**src/hdl/qmi_pkg.sv**
```systemverilog
// Shared types and codes for the queue with middle insertion.
// Used by qmi_ctrl, qmi_datapath and queue_with_middle_insert_top; no dependencies.
package qmi_pkg;

  // Fixed field widths of the item and result channels
  localparam int unsigned OP_WIDTH     = 2;
  localparam int unsigned VALUE_WIDTH  = 32;
  localparam int unsigned STATUS_WIDTH = 2;
  localparam int unsigned QLEN_WIDTH   = 11;

  // Operation codes
  localparam logic [OP_WIDTH-1:0] OP_PUSH_BACK = 2'd0;
  localparam logic [OP_WIDTH-1:0] OP_PUSH_MID  = 2'd1;
  localparam logic [OP_WIDTH-1:0] OP_POP       = 2'd2;

  // Result status codes
  localparam logic [STATUS_WIDTH-1:0] ST_OK    = 2'd0;
  localparam logic [STATUS_WIDTH-1:0] ST_EMPTY = 2'd1;
  localparam logic [STATUS_WIDTH-1:0] ST_FULL  = 2'd2;

  // Commands from controller to datapath
  typedef struct packed {
    logic exec;  // decode and apply the accepted operation
    logic move;  // move the back half's head to the front half's tail
    logic load;  // load the result register
  } qmi_cmd_t;

  // Status from datapath to controller
  typedef struct packed {
    logic need_move;  // the operation being applied needs a rebalancing move
  } qmi_sts_t;

endpackage

```
**src/hdl/qmi_ctrl.sv**
```systemverilog
// Controller: sequences accept, rebalancing move and result load; owns both handshakes.
// Depends on qmi_pkg; commands qmi_datapath.
module qmi_ctrl (
  input  logic              clk,
  input  logic              rst,
  input  logic              in_valid,
  output logic              in_ready,
  output logic              out_valid,
  input  logic              out_ready,
  output qmi_pkg::qmi_cmd_t cmd,
  input  qmi_pkg::qmi_sts_t sts
);

  typedef enum logic [2:0] {
    S_IDLE = 3'b001,
    S_MOVE = 3'b010,
    S_PUB  = 3'b100
  } state_t;

  state_t state, state_next;
  logic   out_valid_next;
  logic   out_free;
  logic   accept;

  assign out_free = !out_valid || out_ready;
  assign in_ready = (state == S_IDLE) || ((state == S_PUB) && out_free);
  assign accept   = in_valid && in_ready;

  assign cmd.exec = accept;
  assign cmd.move = (state == S_MOVE);
  assign cmd.load = (state == S_PUB) && out_free;

  always_comb begin
    state_next = state;
    unique case (state)
      S_IDLE: begin
        if (accept) state_next = sts.need_move ? S_MOVE : S_PUB;
      end
      S_MOVE: begin
        state_next = S_PUB;
      end
      S_PUB: begin
        if (out_free) begin
          if (accept) state_next = sts.need_move ? S_MOVE : S_PUB;
          else state_next = S_IDLE;
        end
      end
      default: begin
        state_next = S_IDLE;
      end
    endcase
  end

  assign out_valid_next = cmd.load ? 1'b1 : (out_ready ? 1'b0 : out_valid);

  always_ff @(posedge clk) begin
    if (rst) begin
      state     <= S_IDLE;
      out_valid <= 1'b0;
    end else begin
      state     <= state_next;
      out_valid <= out_valid_next;
    end
  end

  a_move_after_exec: assert property (@(posedge clk) disable iff (rst)
    (state == S_MOVE) |-> $past(accept && sts.need_move))
    else $error("move cycle without a preceding operation that needs it");

  a_accept_leaves_idle: assert property (@(posedge clk) disable iff (rst)
    accept |=> (state != S_IDLE))
    else $error("accepted operation left no pending work");

  a_stall_holds_result: assert property (@(posedge clk) disable iff (rst)
    (state == S_PUB && out_valid && !out_ready) |=> (state == S_PUB))
    else $error("pending result dropped while receiver stalls");

endmodule
```
**config.mk**
```make
export PLATFORM = sky130hd
export DESIGN_NAME = qmi_ctrl
export DESIGN_NICKNAME = d
export VERILOG_FILES = /design/src/hdl/qmi_pkg.sv /design/src/hdl/qmi_ctrl.sv
export SDC_FILE = /design/constraint.sdc
export NUM_CORES = 1
export LEC_CHECK = 0
export BUFFER_PORTS_ARGS = -buffer_cell sky130_fd_sc_hd__buf_2
export CORE_AREA = 10 10 47 49
export CTS_BUF_LIST = sky130_fd_sc_hd__clkbuf_4 sky130_fd_sc_hd__clkbuf_8 sky130_fd_sc_hd__clkbuf_16
export DETAILED_ROUTE_END_ITERATION = 7
export DIE_AREA = 0 0 57 59
export SLEW_MARGIN = 20
export SYNTH_ARGS = -nofsm -noshare
export SYNTH_HDL_FRONTEND = slang
export SYNTH_SLANG_ARGS = --single-unit
```
**constraint.sdc**
```tcl
create_clock -name clk -period 3 [get_ports clk]
set_clock_uncertainty 0.05 [all_clocks]
set_input_delay 0.3 -clock clk [delete_from_list [all_inputs] [get_ports clk]]
set_output_delay 0.3 -clock clk [all_outputs]
set_load 0.01 [all_outputs]
```
**Word level (Yosys, flattened, before mapping)**

Cells that the tools add are included.

- Equal/unequal tests: 5
- Mux-type cells: 7
- Reduce and logical (&&, ||, !) cells: 7

Operator list:

| cell | number |
|---|---|
| 3-bit 2-to-1 mux | 4 |
| 3-bit case mux with 3 select lines | 1 |
| 2-bit != test, second input constant | 2 |
| 3-bit by 1-bit == test with 1-bit output, second input constant | 1 |
| 3-bit by 2-bit == test with 1-bit output, second input constant | 1 |
| 3-bit == test, second input constant | 1 |
| 1-bit logical AND | 2 |
| 1-bit logical OR | 2 |
| 1-bit 2-to-1 mux | 2 |
| 2-bit AND reduction | 1 |
| 2-bit nonzero test | 1 |
| 1-bit logical NOT | 1 |

- Bits in registers: 4
- Input port bits: 5

**Logic depth before layout (Yosys ltp)**

Gate-level depths: netlist (run 1).

- Depth after elaboration: 8
- Mapped depth: 5
- Gate-level depth less buffers: 4

**Worst setup path after synthesis (run 1)**

No wires, ideal clock.

- Path type: reg2out
- From: reg out_valid
- To: out cmd[2] in the netlist's numbering
- Arrival: 1077 ps
- Required time: 2650 ps
- Slack: 1573 ps
- Cell stages (with the launch flop): 6
- Path buffers: 1
- Cells stage by stage: dfxtp_1 nand2b_1 nand3b_1 a21oi_1 and2_1 buf_4

- Word-level cells in the longest chain between the ends: 5

Ends and longest elaborated chain:

| item | line | text |
|---|---|---|
| start: declaration | qmi_ctrl.sv:8 | `output logic out_valid,` |
| start signal: assignment | qmi_ctrl.sv:62 | `out_valid <= out_valid_next;` |
| 1-bit logical NOT | qmi_ctrl.sv:25 | `assign out_free = !out_valid \|\| out_ready;` |
| 1-bit logical OR | qmi_ctrl.sv:25 |  |
| 1-bit logical AND | qmi_ctrl.sv:26 | `assign in_ready = (state == S_IDLE) \|\| ((state == S_PUB) && out_free);` |
| 1-bit logical OR | qmi_ctrl.sv:26 |  |
| via in_ready | qmi_ctrl.sv:7 | `output logic in_ready,` |
| 1-bit logical AND | qmi_ctrl.sv:27 | `assign accept = in_valid && in_ready;` |
| end: declaration | qmi_ctrl.sv:10 | `output qmi_pkg::qmi_cmd_t cmd,` |

The timed path passes the listed nets, and every way through them passes these cells.

==> results.md, run 1 <==
* Outcome: completed
* Post-synth EDFFs at 0
* Postcts setup bufs at 0
* Type of destination of the critical path: primary output
* Post-synth net total at 39
* Num CTS Buffers at 3
* Pre-antenna DRT Iters at 2
* Final min period at approximately 1600 ps
* Cell with the most instances after synthesis: nor2_1
* Worst Setup EP: cmd[2]
* YS warnings at 0
* Met3 WL post-DR at roughly 45 microns
* Vias per cell at about 4.4
* Pwr/cell area at between 400 and 500 mW/mm^2
* Clk buf depth at 2
* CTS tree: yes
* Static leakage at between 0.15 and 0.2 nW
* Worst Setup SP: state[0]$_SDFFE_PP1P_
* Nets@finish at 51
* Antenna cell count at 0
* Via Count at roughly 260
* Root Buffer: clkbuf_4
* HPWL Detailed at roughly 520 microns
* Crit path max-delay family: flip-flops
* Vias in the first global route at 270
* Endpoints failing setup at 0
* CP peak stage delay at 440 ps
* Comb power frac at 18.0%
* Port buffer count at 9
* Startpoint Class: flop
* Cell Chain, Critical Path: nand2b_2, a21oi_1, and2_1, buf_2
* Slew Limit Fails at 0
* Worst-path clk slew at approximately 40 ps
* Placement Setup Slack at ~1500 ps
* Max Freq at about 0.64 GHz
* Setup TNS at 0 ps
* Gr ovfl total at 0
* WL/cell at about 10 microns
* Reg power frac at around 40%
* Worst min path class: in2reg
* Gpl congestion at 0.768
* R2r endpoint: state[1]$_SDFFE_PP0P_
* Slew headroom at 78.8%
* Syn Std Cell Area at between 200 and 300 sq um
* CORE AREA at ~0.0014 sq mm
* Area contributors post-synth: dfxtp_1 (30%), nor2_1 (8.5%), a21oi_1 (7.5%)
* Sw power at between 0.00003 and 0.00004 W
* Switching fraction of total power at about a quarter
* Hold bufs inserted after CTS at 0
* Clock power frac at around two fifths
* Sequential-to-total area share from yosys stat at 30.0%
* DR top layer: met3
* Cells on worst reg2reg path at 4
* CTS Sinks at 4
* Metal2 WL at approximately 330 microns
* Die footprint at ~0.0034 sq mm
* Synth Area per Inst at 7.84 sq um
* CP arrival at approximately 1200 ps
* Worst path required time at between 2000 and 3000 ps
* Post-cts resize count at 0
* Synth Flop Type: dfxtp_1
* M1 wire length at 236 microns
* Buf+Inv Stages, Crit Path at 1
* Die height at ~59 microns
* Final Hold Viols at 0
* Maxcap violations at 0
* Synth top cells by count: nor2_1 (6), a21oi_1 (4), dfxtp_1 (4)
* CP max-delay cell: dfxtp_1
* First-pass GRT wire length at around 1.1 mm
* Initial antenna violation count at 0
* Worst reg2reg startpoint: state[0]$_SDFFE_PP1P_
* Top-Level Pins at 10
* Netlist cell types at 20
* DR DRC count at 0
* Worst VDD drop at between 0.1 and 0.15 mV
* Syn Inst Count at 34
* Internal power at around 0.00011 W
* Die Span X at about 57 microns
* Yosys reg bits at 4
* Worst skew pair latency at roughly 230 ps
* Crit share post-route at 52.0%
* FP Rows at 14
* Post-synth top area cell: dfxtp_1
* Largest net degree at the start of global routing at 8
* Antenna Violating Nets Remaining at 0
* Layout cells sized above 1 at around 34%
* All-Layer GR Usage at roughly 4.1%
* Flop2flop setup slack at about 1600 ps
* Synth top area share at between 30% and 40%
* Worst-Margin Slew at around 320 ps
* Post-route worst setup slack at 1440 ps
* H-Tree Depth at 1
* Setup CP Type: reg2out
* Initial Utilization at 19.0%
* Syn-to-layout area delta at 27.2%
* Worst-path fanout max at 7
* Worst hold slack at about 210 ps
* Critical path depth at 4
* WL final at a little over 600 microns
* RSZ-0062 raised after global routing: no
* Number of DRC markers in iteration 0 at 2
* Asr flop ratio synth at 0%
worst reg2reg max path, delay by kind of cell (launching register included):
kind	cells	cell delay, ps
AO/OA/AOI/OAI	2	470
flip-flops	1	440
AND/OR/NAND/NOR	2	360
stage by stage:
step	utilization [%]	total power, W	instance area (sq um)	instances
2_1_floorplan	-	0.0000803	267	34
3_3_place_gp	22.6	0.0000884	317	57
3_5_place_dp	22.6	0.0000888	317	57
4_1_cts	24.2	0.000155	339	60
5_1_grt	24.2	0.000163	339	60
6_report	24.2	0.000151	339	60
worst min path at each step:
stage / from / depth (start not counted) / slack, ps / to
floorplan: rst / 1 / 320 / out_valid$_SDFFE_PP0P_
global placement: rst / 2 / 450 / out_valid$_SDFFE_PP0P_
detailed placement: rst / 2 / 450 / out_valid$_SDFFE_PP0P_
CTS: rst / 2 / 210 / out_valid$_SDFFE_PP0P_
global route: rst / 2 / 230 / out_valid$_SDFFE_PP0P_
finish: rst / 2 / 210 / out_valid$_SDFFE_PP0P_
power by group through the flow:
stage	logic [W]	clock network (W)	registers, W
6_report	0.0000273	0.0000636	0.0000605
4_1_cts	0.0000277	0.0000669	0.0000604
3_3_place_gp	0.0000273	0	0.0000611
3_5_place_dp	0.0000275	0	0.0000612
2_1_floorplan	0.0000200	0	0.0000602
5_1_grt	0.0000305	0.0000711	0.0000613
registers in the layout (all words and copies together), names as in the netlist:
signal / count
out_valid: 1
state: 3
area by class of cell:
| cell class | instances | area [sq um] |
|---|---|---|
| Timing Repair Buffer | 9 | 45.0 |
| Multi-Input combinational cell | 26 | 164 |
| Inverter | 2 | 7.51 |
| Clock buffer | 3 | 22.5 |
| Fill cell | 167 | 1060 |
| Sequential cell | 4 | 80.1 |
| Tap cell | 16 | 20.0 |
per-layer routing:
metal	GRT usage, %	vias to the layer above
met1	4.02	122
li1	-	138
met3	3.00	0
met2	6.36	4
met5	0	-
met4	2.01	0
kinds of logic (layout without fill, tap and decap cells):
family / Yosys count / in the layout / share of synthesized area, %
buffers and inverters: 4 / 14 / 8.45
AND/OR/NAND/NOR: 17 / 17 / 38.5
flip-flops: 4 / 4 / 30.0
AO/OA/AOI/OAI: 9 / 9 / 23.0
placed cells by master, fill, tap and decap left out, types with 2 or more instances in the layout:
cell type and instances:
nor2_1 6, inv_1 2, clkbuf_4 3, nand2b_1 2
dfxtp_1 4, buf_2 9, a21oi_1 4
No activity file was read; power rests on OpenSTA's default activity.
==> run 2, diff against run 1 <==
Settings changed: ABC_AREA set to 1.
Clock period 3 ns to 1.4 ns, I/O delays scaled along.
==> run 2 against run 1 <==
  * Global-route usage is 1.2 points higher
  * Hold slack got worse by 140 ps
  * Area after synthesis rose by 15%
  * First-iteration DRC count rose to 3.0 times the previous value
  * Final area up 24%
  * Sequential power rose by 130%
  * Non-clock buffer count rose by 4
  * Critical path type unchanged
  * Largest cell class unchanged
==> results.md, run 2 <==
* HPWL Detailed at approximately 580 microns
* Most frequent cells in the layout: nand2_1 (10), inv_1 (9), buf_2 (8)
* Setup CP Type: reg2out
* Slew headroom at between 80% and 90%
* Worst VDD drop at roughly 0.23 mV
* CORE AREA at 0.00140 sq mm
* Placement Setup Slack at about 200 ps
* Layout cells sized above 1 at between 40 and 50%
* Final Hold Viols at 0
* Fill count at between 150 and 200
* CP max-delay cell: dfxtp_1
* Worst-path clk slew at roughly 40 ps
* Cell Chain, Critical Path: nand2_2, inv_2, nand2_4, a21oi_4, buf_6
* Crit path max-delay family: flip-flops
* Startpoint Class: flop
* Worst reg2reg startpoint: state[2]$_SDFFE_PP0P_
* Gr ovfl total at 0
* Port buffer count at 9
* Worst Hold End: state[1]$_SDFFE_PP0P_
* Crit share post-route at 96.9%
* All-Layer GR Usage at 5.33%
* H-Tree Depth at 1
* Area contributors post-synth: dfxtp_1 (26%), nand2_1 (12%), inv_1 (11%)
* Yosys reg bits at 4
* Slew Limit Fails at 0
* Initial antenna violation count at 0
* Die footprint at ~0.0034 sq mm
* Pwr Total at between 0.0004 and 0.0005 W
* Largest net degree at the start of global routing at 6
* Via Count at 332
* Pwr/cell area at 1040 mW/mm^2
* Worst Setup SP: state[2]$_SDFFE_PP0P_
* Netlist cell types at 15
* Synth top cells by count: nand2_1 (10), inv_1 (9), dfxtp_1 (4), nand3_1 (4)
* YS warnings at 0
* Top-Level Pins at 10
* Max reg flops at 3
* First-pass GRT wire length at around 1.3 mm
* FP Rows at 14
* DR DRC count at 0
* Syn Inst Count at 46
* Asr flop ratio synth at 0%
* Syn Std Cell Area at a little over 300 sq um
* Initial Utilization at between 20 and 25%
* Worst skew pair latency at between 200 and 250 ps
* Nets@finish at 67
* Vias in the first global route at 312
* Num CTS Buffers at 3
* Type of destination of the critical path: primary output
* WL final at ~760 microns
* Synth top area share at a little over a quarter
* Cells on worst reg2reg path at 7
* Worst-Margin Slew at 218 ps
* Root Buffer: clkbuf_4
* CTS Sinks at 4
* Post-synth net total at between 50 and 60
* Largest reg by FF count: state
* RSZ-0062 raised after global routing: yes
* Post-synth top area cell: dfxtp_1
* Synth Area per Inst at ~6.6 sq um
* Static leakage at 0.258 nW
* Top Registers: state: 3 flops, out_valid: 1 flops
* Placed Area at roughly 360 sq um
* CP arrival at 1170 ps
* Antenna cell count at 0
* Antenna Violating Nets Remaining at 0
* Maxcap violations at 0
* Outcome: completed
* Synth Flop Type: dfxtp_1
* Hold path startpoint: rst
* Number of DRC markers in iteration 0 at 6
* Cell with the most instances after synthesis: nand2_1
* Max Freq at around 0.74 GHz
* CP peak stage delay at around 420 ps
* Final min period at roughly 1400 ps
* Sequential-to-total area share from yosys stat at 26.2%
* Pre-antenna DRT Iters at 4
* Worst-path fanout max at 5
* Post-route worst setup slack at 44.0 ps
* WL/cell at a little under 10 microns
* Die Span X at 57 microns
* Syn-to-layout area delta at 38.1%
* Vias per cell at around 4.4
* Worst min path class: in2reg
* Post-synth EDFFs at 0
* Die height at 59 microns
* Post-route cell area at approximately 420 sq um
* Gpl congestion at around 0.75
* Commonest non-fill, non-tap cell in the layout: nand2_1
* Endpoints failing setup at 0
* Post-placement cell count at 69
* Hold Path Stages at 2
* R2r endpoint: state[1]$_SDFFE_PP0P_
* Clk buf depth at 2
* Flop2flop setup slack at approximately 250 ps
* Buf+Inv Stages, Crit Path at 2
* Hold bufs inserted after CTS at 0
* CTS tree: yes
* Worst path required time at between 1000 and 1500 ps
* Non-filler cells, final at 76
-- run 2: cell count changes in the layout (fill, tap and decap cells not counted), sizes merged, moves of 2 or more --
| cell | delta |
|---|---|
| nand4 | +2 |
| inv | +9 |
| nand3 | +4 |
| a21oi | -2 |
| nand2 | +14 |
| buf | +4 |
| nor2 | -2 |
| nand2b | -3 |
-- run 2: routing by layer --
layer | share of wire [%] | track usage, % | vias to the layer above
li1 | - | - | 169
met1 | 42 | 5.50 | 146
met2 | 44 | 6.98 | 12
met3 | 8.2 | 2.36 | 5
met4 | 5.2 | 7.05 | 0
met5 | 0 | 0 | -
-- run 2: final cells by class --
| type | instances | area (sq um) | share of cell area (%) |
|---|---|---|---|
| repair buffers | 13 | 81.3 | 19.3 |
| well taps | 16 | 20.0 | 4.75 |
| multi-input cells | 29 | 174 | 41.2 |
| flip-flops and latches | 4 | 82.6 | 19.6 |
| inverters | 11 | 41.3 | 9.79 |
| clock buffers | 3 | 22.5 | 5.34 |
-- run 2: how the worst max path moves through the flow --
stage / end / slack (ps) / cells past startpoint
6_report: cmd[2] / 40 / 5
5_1_grt: cmd[2] / -30 / 6
4_1_cts: cmd[2] / 7 / 6
3_5_place_dp: cmd[2] / 200 / 6
3_3_place_gp: cmd[2] / 200 / 6
2_1_floorplan: cmd[2] / 300 / 6
-- run 2: power breakdown --
group / total (W) / internal (W) / switching, W
sequential: 0.000138 / 0.000126 / 0.0000123
combinational: 0.000158 / 0.0000741 / 0.0000837
clock: 0.000143 / 0.0000958 / 0.0000467
total: 0.000439 / 0.000296 / 0.000143
-- run 2: kinds of logic (layout without fill, tap and decap cells) --
kind of cell           after synthesis  in the layout  synth area share [%]
buffers and inverters               13             27                  18.4
AOI/OAI and AO/OA                    4              4                  11.5
and+or+nand+nor                     25             25                  43.9
DFF                                  4              4                  26.2
-- run 2: worst reg2reg max path: cells and delay by family (launching register included) --
kind                   cells  cell delay, ps
buffers and inverters      2             200
flip-flops                 1             420
AND/OR/NAND/NOR            4             250
AO/OA/AOI/OAI              1             150
-- run 2: timing repair --
| action | 4_1_cts | 5_1_grt |
|---|---|---|
| pin swaps | 3 | 3 |
| endpoints found under the setup margin | 1 | 2 |
| gates resized for setup | 3 | 1 |
| buffers inserted | 2 | 2 |
-- run 2: per-stage QoR --
| step | utilization, % | hold WS [ps] | TNS [ps] |
|---|---|---|---|
| global route | 30.1 | 72.3 | -25.4 |
| floorplan | - | 156 | 0 |
| detailed placement | 25.4 | 318 | 0 |
| finish | 30.1 | 68.1 | 0 |
| CTS | 28.9 | 67.2 | 0 |
| global placement | 25.4 | 318 | 0 |
